**config.mk**
```make
export PLATFORM = sky130hd
export DESIGN_NAME = geometric_tail_series_sum
export DESIGN_NICKNAME = d
export VERILOG_FILES = /design/src/gts_pkg.sv /design/src/geometric_tail_series_sum.sv /design/src/gts_ctrl.sv /design/src/gts_dp.sv
export SDC_FILE = /design/constraint.sdc
export NUM_CORES = 2
export LEC_CHECK = 0
export BUFFER_PORTS_ARGS = -buffer_cell sky130_fd_sc_hd__buf_2
export CAP_MARGIN = 20
export CORE_UTILIZATION = 55
export DETAILED_ROUTE_END_ITERATION = 8
export GPL_ROUTABILITY_DRIVEN = 1
export PLACE_DENSITY = 0.78
export SYNTH_ARGS = -nofsm -noshare
export SYNTH_HDL_FRONTEND = slang
export SYNTH_SLANG_ARGS = --single-unit
```
**constraint.sdc**
```tcl
create_clock -name clk -period 12 [get_ports clk]
set_input_delay 2.4 -clock clk [delete_from_list [all_inputs] [get_ports clk]]
set_output_delay 2.4 -clock clk [all_outputs]
set_load 0.05 [all_outputs]
```
**src/gts_pkg.sv**
```systemverilog
// ----------------------------------------------------------------------------
// gts_pkg: shared types and constants for the geometric tail series sum
// Request and result structs, controller state, and the command and status
// groups between the controller and the datapath.
// ----------------------------------------------------------------------------
package gts_pkg;

  localparam int MAX_TERMS_DEFAULT = 64;
  localparam int TERM_W            = 32;
  localparam int BOUND_W           = 16;
  localparam int TOTAL_W           = 48;
  localparam int TAIL_W            = 47;
  // square of a positive 31 bit term
  localparam int SQ_W              = 2 * (TERM_W - 1);
  // one quotient bit per divider step
  localparam int DIV_STEPS         = SQ_W;

  typedef struct packed {
    logic signed [TERM_W-1:0] term;
    logic [BOUND_W-1:0]       ratio_bound;
    logic                     last_term;
  } gts_item_t;

  typedef struct packed {
    logic signed [TOTAL_W-1:0] total;
    logic [TAIL_W-1:0]         tail;
    logic                      tail_valid;
  } gts_result_t;

  typedef enum logic [2:0] {
    ST_IDLE,
    ST_STEP,
    ST_SQUARE,
    ST_DIVIDE,
    ST_FINISH
  } gts_state_t;

  typedef struct packed {
    logic accept;   // latch the incoming request
    logic step;     // fold the latched term into the series state
    logic square;   // load the divider with s*s and p-s
    logic divide;   // one restoring divider step
    logic finish;   // load the result register and clear the series
  } gts_cmd_t;

  typedef struct packed {
    logic last_term;
    logic cut_found;
    logic div_last;
  } gts_status_t;

endpackage

```
**src/geometric_tail_series_sum.sv**
```systemverilog
// ----------------------------------------------------------------------------
// sequence: a term is taken in the idle state and then folded in by an update step
// final term with a cut point: the update, the square, the 62 step serial
//   divider and the result load; without one the divider is skipped
// request side: stalled during each update; the final term holds it until
//   its result load, and longer while the previous result is still held
// reset: synchronous, clears the series state, the sequencer and result valid
// ----------------------------------------------------------------------------
// geometric_tail_series_sum: geometric tail extrapolation of a series sum
// Sums a series of signed terms, tracks the latest point where three positive
// terms fall off geometrically, and on the last term adds the tail s*s/(p-s).
// ----------------------------------------------------------------------------
module geometric_tail_series_sum #(
  parameter int MAX_TERMS = gts_pkg::MAX_TERMS_DEFAULT
) (
  input  logic                 clk,
  input  logic                 rst,
  // request channel
  input  logic                 item_valid,
  output logic                 item_stall,
  input  gts_pkg::gts_item_t   item,
  // result channel
  output logic                 result_valid,
  input  logic                 result_stall,
  output gts_pkg::gts_result_t result
);

  // command and status groups between sequencer and datapath
  gts_pkg::gts_cmd_t    cmd;
  gts_pkg::gts_status_t status;

  // sequencer: idle until a request, one update step per term, and on the
  // final term the square, the division and the result load
  gts_ctrl u_ctrl (
    .clk          (clk),
    .rst          (rst),
    .item_valid   (item_valid),
    .item_stall   (item_stall),
    .result_valid (result_valid),
    .result_stall (result_stall),
    .status       (status),
    .cmd          (cmd)
  );

  // datapath: the running sum is saturated to the range that MAX_TERMS terms
  // can reach, the ratio test uses one 16 by 31 bit product a term, and the
  // result register parts the result channel from the request side
  gts_dp #(
    .MAX_TERMS (MAX_TERMS)
  ) u_dp (
    .clk    (clk),
    .rst    (rst),
    .item   (item),
    .cmd    (cmd),
    .status (status),
    .result (result)
  );

  // a bare sum never carries a tail
  assert property (@(posedge clk) disable iff (rst)
    result_valid && !result.tail_valid |-> result.tail == '0)
    else $error("tail set without a cut point");

  // every accepted request is followed by its update cycle
  assert property (@(posedge clk) disable iff (rst)
    item_valid && !item_stall |=> item_stall && cmd.step)
    else $error("request not followed by an update cycle");

  // a result is loaded only when the result register is free
  assert property (@(posedge clk) disable iff (rst)
    cmd.finish |-> !result_valid || !result_stall)
    else $error("result overwritten while held");

  // the divider runs only for a series with a cut point
  assert property (@(posedge clk) disable iff (rst)
    cmd.divide |-> status.cut_found)
    else $error("division without a cut point");

endmodule

```
**src/gts_ctrl.sv**
```systemverilog
// ----------------------------------------------------------------------------
// gts_ctrl: sequencer for the geometric tail series sum
// Walks each request through its step, and on the final term through the
// square, the serial division and the result load.
// ----------------------------------------------------------------------------
module gts_ctrl (
  input  logic                 clk,
  input  logic                 rst,
  input  logic                 item_valid,
  output logic                 item_stall,
  output logic                 result_valid,
  input  logic                 result_stall,
  input  gts_pkg::gts_status_t status,
  output gts_pkg::gts_cmd_t    cmd
);

  gts_pkg::gts_state_t state, state_next;
  logic                out_free;

  assign out_free = !result_valid || !result_stall;

  always_ff @(posedge clk) begin
    if (rst) begin
      state        <= gts_pkg::ST_IDLE;
      result_valid <= 1'b0;
    end else begin
      state <= state_next;
      if (cmd.finish) begin
        result_valid <= 1'b1;
      end else if (!result_stall) begin
        result_valid <= 1'b0;
      end
    end
  end

  always_comb begin
    state_next = state;
    cmd        = '0;
    item_stall = 1'b1;
    case (state)
      gts_pkg::ST_IDLE: begin
        item_stall = 1'b0;
        if (item_valid) begin
          cmd.accept = 1'b1;
          state_next = gts_pkg::ST_STEP;
        end
      end
      gts_pkg::ST_STEP: begin
        cmd.step   = 1'b1;
        state_next = status.last_term ? gts_pkg::ST_SQUARE : gts_pkg::ST_IDLE;
      end
      gts_pkg::ST_SQUARE: begin
        cmd.square = 1'b1;
        state_next = status.cut_found ? gts_pkg::ST_DIVIDE : gts_pkg::ST_FINISH;
      end
      gts_pkg::ST_DIVIDE: begin
        cmd.divide = 1'b1;
        if (status.div_last) begin
          state_next = gts_pkg::ST_FINISH;
        end
      end
      gts_pkg::ST_FINISH: begin
        if (out_free) begin
          cmd.finish = 1'b1;
          state_next = gts_pkg::ST_IDLE;
        end
      end
      default: begin
        state_next = gts_pkg::ST_IDLE;
      end
    endcase
  end

endmodule

```
**src/gts_dp.sv**
```systemverilog
// ----------------------------------------------------------------------------
// gts_dp: datapath of the geometric tail series sum
// Running sum, ratio test by multiplication, cut point store, restoring
// divider for the tail and the saturating result register.
// ----------------------------------------------------------------------------
module gts_dp #(
  parameter int MAX_TERMS = gts_pkg::MAX_TERMS_DEFAULT
) (
  input  logic                 clk,
  input  logic                 rst,
  input  gts_pkg::gts_item_t   item,
  input  gts_pkg::gts_cmd_t    cmd,
  output gts_pkg::gts_status_t status,
  output gts_pkg::gts_result_t result
);

  localparam int TW    = gts_pkg::TERM_W;
  localparam int MW    = TW - 1;
  localparam int SumW  = $clog2(MAX_TERMS) + TW;
  localparam int CntW  = $clog2(gts_pkg::DIV_STEPS);
  localparam int SqW   = gts_pkg::SQ_W;
  localparam int TailW = gts_pkg::TAIL_W;
  localparam int TotW  = gts_pkg::TOTAL_W;
  localparam int BW    = gts_pkg::BOUND_W;
  localparam int PrW   = MW + BW;
  localparam logic signed [SumW:0] SumHi =
    (SumW+1)'((longint'(MAX_TERMS) <<< 31) - 64'sd1);
  localparam logic signed [SumW:0] SumLo =
    (SumW+1)'(-(longint'(MAX_TERMS) <<< 31));

  // latched request
  logic signed [TW-1:0]   term_reg;
  logic                   last_reg;
  logic [BW-1:0]          held_bound;
  // series state
  logic                   series_open;
  logic signed [TW-1:0]   newer_term;
  logic                   pair_ok;
  logic signed [SumW-1:0] running_sum;
  logic signed [SumW-1:0] sum_at_cut;
  logic [MW-1:0]          cut_term;
  logic [MW-1:0]          cut_previous;
  logic                   cut_found;
  // divider
  logic [SqW-1:0]         div_n;
  logic [MW-1:0]          div_r;
  logic [MW-1:0]          div_d;
  logic [CntW-1:0]        div_cnt;

  logic                   term_pos, newer_pos, link_ok, cut_now;
  logic [PrW-1:0]         bound_prod;
  logic signed [SumW:0]   sum_wide, sum_sat;
  logic [SqW-1:0]         square;
  logic [MW:0]            rem_shift;
  logic [MW+1:0]          rem_diff;
  logic [TailW-1:0]       tail_sat;
  logic signed [TotW:0]   total_wide;
  logic signed [TotW-1:0] total_sat;
  logic signed [SumW-1:0] base_sum;

  // ratio test: t * 2^16 <= bound * newer, both terms positive
  assign term_pos   = !term_reg[TW-1] && (|term_reg[MW-1:0]);
  assign newer_pos  = !newer_term[TW-1] && (|newer_term[MW-1:0]);
  assign bound_prod = PrW'(held_bound) * PrW'(newer_term[MW-1:0]);
  assign link_ok    = term_pos && newer_pos && ({term_reg[MW-1:0], {BW{1'b0}}} <= bound_prod);
  assign cut_now    = pair_ok && link_ok;

  assign sum_wide = $signed({running_sum[SumW-1], running_sum})
                  + $signed({{(SumW+1-TW){term_reg[TW-1]}}, term_reg});

  always_comb begin
    if (sum_wide > SumHi) begin
      sum_sat = SumHi;
    end else if (sum_wide < SumLo) begin
      sum_sat = SumLo;
    end else begin
      sum_sat = sum_wide;
    end
  end

  assign square    = SqW'(cut_term) * SqW'(cut_term);
  assign rem_shift = {div_r, div_n[SqW-1]};
  assign rem_diff  = {1'b0, rem_shift} - {2'b00, div_d};

  always_ff @(posedge clk) begin
    if (rst) begin
      series_open <= 1'b0;
      pair_ok     <= 1'b0;
      cut_found   <= 1'b0;
      running_sum <= '0;
      newer_term  <= '0;
    end else if (cmd.step) begin
      series_open <= 1'b1;
      pair_ok     <= link_ok;
      newer_term  <= term_reg;
      running_sum <= sum_sat[SumW-1:0];
      if (cut_now) begin
        cut_found <= 1'b1;
      end
    end else if (cmd.finish) begin
      series_open <= 1'b0;
      pair_ok     <= 1'b0;
      cut_found   <= 1'b0;
      running_sum <= '0;
      newer_term  <= '0;
    end
  end

  always_ff @(posedge clk) begin
    if (cmd.accept) begin
      term_reg <= item.term;
      last_reg <= item.last_term;
      if (!series_open) begin
        held_bound <= item.ratio_bound;
      end
    end
    if (cmd.step && cut_now) begin
      cut_term     <= term_reg[MW-1:0];
      cut_previous <= newer_term[MW-1:0];
      sum_at_cut   <= sum_sat[SumW-1:0];
    end
  end

  // restoring division of s*s by p-s, one quotient bit per cycle
  always_ff @(posedge clk) begin
    if (cmd.square) begin
      div_n   <= square;
      div_r   <= '0;
      div_d   <= cut_previous - cut_term;
      div_cnt <= '0;
    end else if (cmd.divide) begin
      div_cnt <= div_cnt + 1'b1;
      div_n   <= {div_n[SqW-2:0], ~rem_diff[MW+1]};
      div_r   <= rem_diff[MW+1] ? rem_shift[MW-1:0] : rem_diff[MW-1:0];
    end
  end

  always_comb begin
    if (!cut_found) begin
      tail_sat = '0;
    end else if (|div_n[SqW-1:TailW]) begin
      tail_sat = '1;
    end else begin
      tail_sat = div_n[TailW-1:0];
    end
  end

  assign base_sum   = cut_found ? sum_at_cut : running_sum;
  assign total_wide = $signed({{(TotW+1-SumW){base_sum[SumW-1]}}, base_sum})
                    + $signed({{(TotW+1-TailW){1'b0}}, tail_sat});

  always_comb begin
    if (total_wide[TotW] != total_wide[TotW-1]) begin
      total_sat = total_wide[TotW] ? {1'b1, {(TotW-1){1'b0}}} : {1'b0, {(TotW-1){1'b1}}};
    end else begin
      total_sat = total_wide[TotW-1:0];
    end
  end

  always_ff @(posedge clk) begin
    if (cmd.finish) begin
      result.total      <= total_sat;
      result.tail       <= tail_sat;
      result.tail_valid <= cut_found;
    end
  end

  assign status.last_term = last_reg;
  assign status.cut_found = cut_found;
  assign status.div_last  = (div_cnt == CntW'(gts_pkg::DIV_STEPS - 1));

endmodule

```
After elaboration in Yosys (flattened, before gate mapping):

Index checks and enable logic that the tools add are counted.
W data, S select, Z words.

* output and inout bits: 98
* bits in registers: 452
* logic and storage cells: 98

* add/subtract/negate cells: 5
* multipliers: 2
* equality and inequality tests: 11
* mux-type cells: 35
* bitwise gates (word level): 2
* $lt $le $gt $ge: 3
* reductions and logical operators: 20

Operators by type and width (count)
* $mux W38: 5
* $mux W62: 2
* $mux W48: 2
* $mux W47: 2
* $mux W32: 2
* $mul A31 B31 Y62: 1
* $reduce_or A31 Y1: 2
* $add A38 B48 Y49: 1
* $le A47 B47 Y1: 1
* $mul A16 B31 Y47: 1
* $add A38 B32 Y39: 1
* $gt A39 B38 Y1 const B: 1
* $lt A39 B38 Y1 const B: 1
* $sub A32 B31 Y33: 1
* $mux W31: 1
* $sub A31 B31 Y31: 1
* $mux W1: 15
* $pmux W3 S5: 1
* $reduce_or A15 Y1: 1
* $mux W3: 4
* $add A6 B1 Y6 const B: 1
* $eq A3 B2 Y1 const B: 2
* $eq A6 B6 Y1 const B: 1
* $logic_and A1 B1 Y1: 6
* other kinds (13): 22

Logic depth before layout (Yosys ltp):

* depth in word-level cells: 7
* depth in mapped cells: 36

Cells and area by module:

From an unflattened synthesis, not the netlist that was laid out.

* cell total of the unflattened synthesis: 7167
* area, all modules: 67657.4 um^2

Modules (own cells, without submodules)
* gts_dp: area an instance 67443.4 um^2, seq. area each 12351.8 um^2, cells each 7140, instances 1
* gts_ctrl: area an instance 214.0 um^2, seq. area each 80.1 um^2, cells each 27, instances 1

Least setup slack after synthesis:

Ideal clock, no wire load.

* path kind: register -> register
* start: reg u_dp.newer_term[23]
* end: reg u_dp.cut_previous[0], enable pin
* stages on the path, launching flop included: 37
* setup time: 0.559 ns
* slack: -0.632 ns
* data arrival time: 12.072 ns
* path buffers: 2
* path through: dfxtp_1 > clkbuf_1 > clkbuf_1 > nand2_1 > fa_1 > inv_1 > fa_1 > inv_1 > fa_1 > inv_1 > fa_1 > fa_1 > inv_1 > fa_1 > inv_1 > ha_1 > a21o_1 > a221o_1 > a21o_1 > a21oi_1 > nor3b_1 > a21oi_1 > a2111oi_0 > o21bai_1 > a21oi_1 > xor2_1 > ha_1 > a21o_1 > a21o_1 > a21oi_1 > nor2b_1 > o21ai_0 > nand2b_1 > a31oi_1 > o21ai_0 > a211o_1 > nor2_1

* longest elaborated chain between the ends: 6

Ends and longest elaborated chain
* start: declaration: line gts_dp.sv:37 `logic signed [TW-1:0] newer_term;`
* start signal: assignment: line gts_dp.sv:95 `newer_term <= term_reg;`
* parallel branches: the longest is 3 deep, another holds $mul A16 B31 Y47
* $logic_and A1 B1 Y1 (*): line gts_dp.sv:65 `assign link_ok = term_pos && newer_pos && ({term_reg[MW-1:0], {BW{1'b0}}} <= bound_prod);`
* $logic_and A1 B1 Y1 (*): line gts_dp.sv:66 `assign cut_now = pair_ok && link_ok;`
* $logic_and A1 B1 Y1 (*): line gts_dp.sv:117 `if (cmd.step && cut_now) begin`
* end signal: assignment: line gts_dp.sv:119 `cut_previous <= newer_term[MW-1:0];`
* end: declaration: line gts_dp.sv:42 `logic [MW-1:0] cut_previous;`

Every way passes the cells marked *.
A chain may end at the register's enable or synchronous reset.

Worst setup path in the final report:

* start: reg u_dp.held_bound[2]
* end: reg u_dp.sum_at_cut[1], enable pin

* longest elaborated chain between the ends: 5

Ends and longest elaborated chain
* start: declaration: line gts_dp.sv:34 `logic [BW-1:0] held_bound;`
* start signal: assignment: line gts_dp.sv:114 `held_bound <= item.ratio_bound;`
* $mul A16 B31 Y47: line gts_dp.sv:64 `assign bound_prod = PrW'(held_bound) * PrW'(newer_term[MW-1:0]);`
* $le A47 B47 Y1: line gts_dp.sv:65
* $logic_and A1 B1 Y1: line gts_dp.sv:65
* $logic_and A1 B1 Y1: line gts_dp.sv:66
* $logic_and A1 B1 Y1: line gts_dp.sv:117
* end signal: assignment: line gts_dp.sv:120 `sum_at_cut <= sum_sat[SumW-1:0];`
* end: declaration: line gts_dp.sv:40 `logic signed [SumW-1:0] sum_at_cut;`

No other way between the ends.

==> impl_results.md <==
* Cells after Synth at 7093
* Synth cell types at 95
* Row count at 127
* Worst-path clk slew at 0.06 ns
* Nets at 8891
* Crit path max-delay family: adder cells
* Dpl cell area at 69600 µm²
* Ports at 151
* Sw Ratio at 43.8%
* Vias in the first global route at 53900
* Post-synthesis xor/xnor area fraction at 3.03%
* Post-synth ARST share at 0%
* Reg2Reg Setup Slack at 1.79 ns
* Via/cell ratio at 5.83
* Share of cells above drive strength 1 at 6.77%
* WP buf/inv at 7
* R2r startpoint: u_dp.held_bound[2]$_DFFE_PP_
* Worst clock skew at 0.0746 ns
* Req. time, crit path at 12.27 ns
* Die width at 351 µm
* Crit-path max FO at 56
* Detailed Routing Iterations Pass 1 at 6
* Worst Hold Margin at 0.473 ns
* Post-synthesis simple-gate area fraction at 12.1%
* Via count at 51200
* Internal at 4.16 mW
* Sequential power share at 27.0%
* Biggest regs: u_dp.result x96, u_dp.div_n x62
* Final worst path period need at 10.21 ns
* Initial antenna violation count at 4
* Area grow syn2layout at 6.40%
* Post-route cell area at 71400 µm²
* Cts bufs inserted at 51
* RR Endpoint: u_dp.sum_at_cut[1]$_DFFE_PP_
* Routed WL per cell at 22.2 µm
* Max reg flops at 96
* Hpwl dp at 150 mm
* Maximum vdd drop at 0.000139 V
* Post-CTS Setup Bufs at 0
* Max Freq at 97.9 MHz
* Final WS setup at 1.79 ns
* CTS sink cnt at 452
* Ys Warns at 0
* Placer Congestion at 1.00
* Most frequent CP cell: fa_1
* Synth Area in Compound Gates at 10.4%
* Synth Cell Area at 67100 µm²
* Leak at 35.3 nW
* Global routing usage on met2 at 51.1%
* Worst hold path cell count at 2
* CP max stage delay at 0.84 ns
* Arr. time, crit path at 10.48 ns
* Pwr/cell area at 104 nW/µm²
* Full die area at 123000 µm²
* Slew Limit Headroom at 21.7%
* CTS Buffer Depth at 3
* Largest family of logic cells by synthesized area: adder cells
* Hold EP: u_dp.cut_found$_SDFFE_PP0P_
* Type of element capturing the critical path: register
* Commonest cells after routing, fill and taps aside: 1437 x inv_1, 1158 x fa_1, 840 x nand2_1
* Primary FF master, synth: edfxtp_1
* Total gr overflow at 0
* Status: finished clean
* Overall global routing resource usage at 32.4%
* CP Class: reg -> reg
* Synth Area in Adders at 45.1%
* Sum Neg Setup Slack at 0 ns
* Core area at 120000 µm²
* Final Cycle Share at 85.1%
* Largest net degree at the start of global routing at 117
* Most Crowded Layer GR: met2
* Slew @ Worst Pin at 1.17 ns
* Setup violators final at 0
* Psw at 3.24 mW
* Drt total wl at 195 mm
* Biggest register: u_dp.result
* Flops & latches, synth at 452
* CTS tree: done
* Crit path launch type: register
* Root Driver: clkbuf_16
* Number of port buffers at 150
* Number of flops mapped to enable cells by yosys at 338
* Worst-skew pair later-pin latency at 0.70 ns
* Initial DRC count at 4674
* Met1 Use GR at 40.5%
* CP max stage cell: edfxtp_1
* Hold Startpoint: u_dp.pair_ok$_SDFFE_PP0P_
* Maxcap violations at 0
* Clock power frac at 22.3%
* Most common cell after layout, fill and taps aside: inv_1
* Worst Setup SP: u_dp.held_bound[2]$_DFFE_PP_
* Slew Limit Fails at 0
* Hold Vio Cnt, Final at 0
* Residual DRC at 0
* FF-to-FF path depth at 35
* Post-CTS Hold Fix Bufs at 0
* Hold Path Class: reg -> reg
* Chip height at 351 µm
* First-pass GRT wire length at 304 mm
* Setup WS pre-CTS at 1.97 ns
* CTS resizes at 0
* Routed Antenna Nets at 0
* Mux contribution to synthesized area at 0.921%
* Avg Cell Area, Syn at 9.46 µm²
* Power share of the combinational group at 50.8%
* Unrepaired setup endpoints after global routing: false
* H-tree levels at 2
* Register area share after synthesis at 18.5%
* Mapped Nets at 8864
* Met3 usage in global routing at 7.51%
* Initial Util at 55.7%
[logic make-up (layout without fill, tap and decap cells)]
group,after synthesis,in the layout
mux,57,57
flops,452,452
simple gates,1807,1807
xor+xnor,232,232
compound gates,1073,1073
other cells,0,2
fa+ha+maj,1725,1725
buf+inv,1747,1817
[cells in the mapped netlist (15+ instances only)]
cell type,instances,area (µm²)
a21o_1,147,1100
o21ai_0,231,1160
o211ai_1,21,158
inv_1,1439,5400
nor2_1,388,1460
mux2_2,38,428
and2_1,238,1490
nor4_1,23,144
and3_1,32,200
nor2b_1,25,156
nand3_1,102,510
xnor2_1,139,1220
a21oi_1,292,1460
xor2_1,93,815
or3_1,15,93.8
a211oi_1,25,188
nand2b_1,29,181
o21bai_1,33,248
fa_1,1158,23200
nand4_1,35,219
ha_1,560,7010
a21oi_2,24,210
dfxtp_1,114,2280
o21a_1,89,668
o31ai_1,21,158
a31oi_1,23,144
mux2i_1,19,190
nand2_1,841,3160
clkbuf_1,251,942
buf_1,26,97.6
nor3_1,34,170
edfxtp_1,338,10100
[cell type report]
| class | count | area (µm²) |
|---|---|---|
| inverter | 1453 | 5460 |
| multi-input combinational | 4894 | 48100 |
| antenna | 2 | 5.00 |
| sequential | 452 | 12400 |
| fill | 10100 | 49000 |
| clock inverter | 36 | 395 |
| timing repair buffer | 268 | 1640 |
| tap | 1612 | 2020 |
| clock buffer | 60 | 1360 |
[worst reg2reg max path, delay by kind of cell, from the launching register on]
| kind | cells | cell delay [ns] |
|---|---|---|
| xor gates and xnor gates | 1 | 0.10 |
| and+or+nand+nor | 9 | 1.48 |
| adders and majority gates | 8 | 3.67 |
| buffers and inverters | 7 | 1.22 |
| DFF | 1 | 0.84 |
| AOI/OAI and AO/OA | 10 | 2.49 |
[worst max path at each step]
stage	end	slack, ns	cells after the start
CTS	u_dp.sum_at_cut[22]$_DFFE_PP_	1.94	36
finish	u_dp.sum_at_cut[1]$_DFFE_PP_	1.79	35
floorplan	u_dp.cut_previous[0]$_DFFE_PP_	1.05	36
detailed placement	u_dp.sum_at_cut[30]$_DFFE_PP_	1.97	36
global route	u_dp.sum_at_cut[1]$_DFFE_PP_	1.30	35
global placement	u_dp.sum_at_cut[36]$_DFFE_PP_	2.07	36
[power by group through the flow]
stage	Combinational (mW)	Clock [mW]	Sequential, mW
5_1_grt	4.14	1.72	2.00
6_report	3.75	1.65	1.99
3_5_place_dp	3.65	0	2.02
3_3_place_gp	3.56	0	2.01
2_1_floorplan	2.58	0	2.01
4_1_cts	3.69	1.66	1.99
[layer usage]
| metal | share of wire (%) | up-vias |
|---|---|---|
| met5 | 0.026 | - |
| met1 | 37 | 25600 |
| met4 | 7.4 | 8 |
| li1 | - | 22500 |
| met2 | 45 | 2464 |
| met3 | 9.9 | 685 |
[per-stage QoR]
step	util [%]	total power, mW	cells
floorplan	-	4.59	7093
global placement	57.8	5.57	8679
detailed placement	57.8	5.67	8679
CTS	59.3	7.34	8775
global route	59.3	7.86	8775
finish	59.3	7.39	8777
No activity file was read; power rests on OpenSTA's default activity.
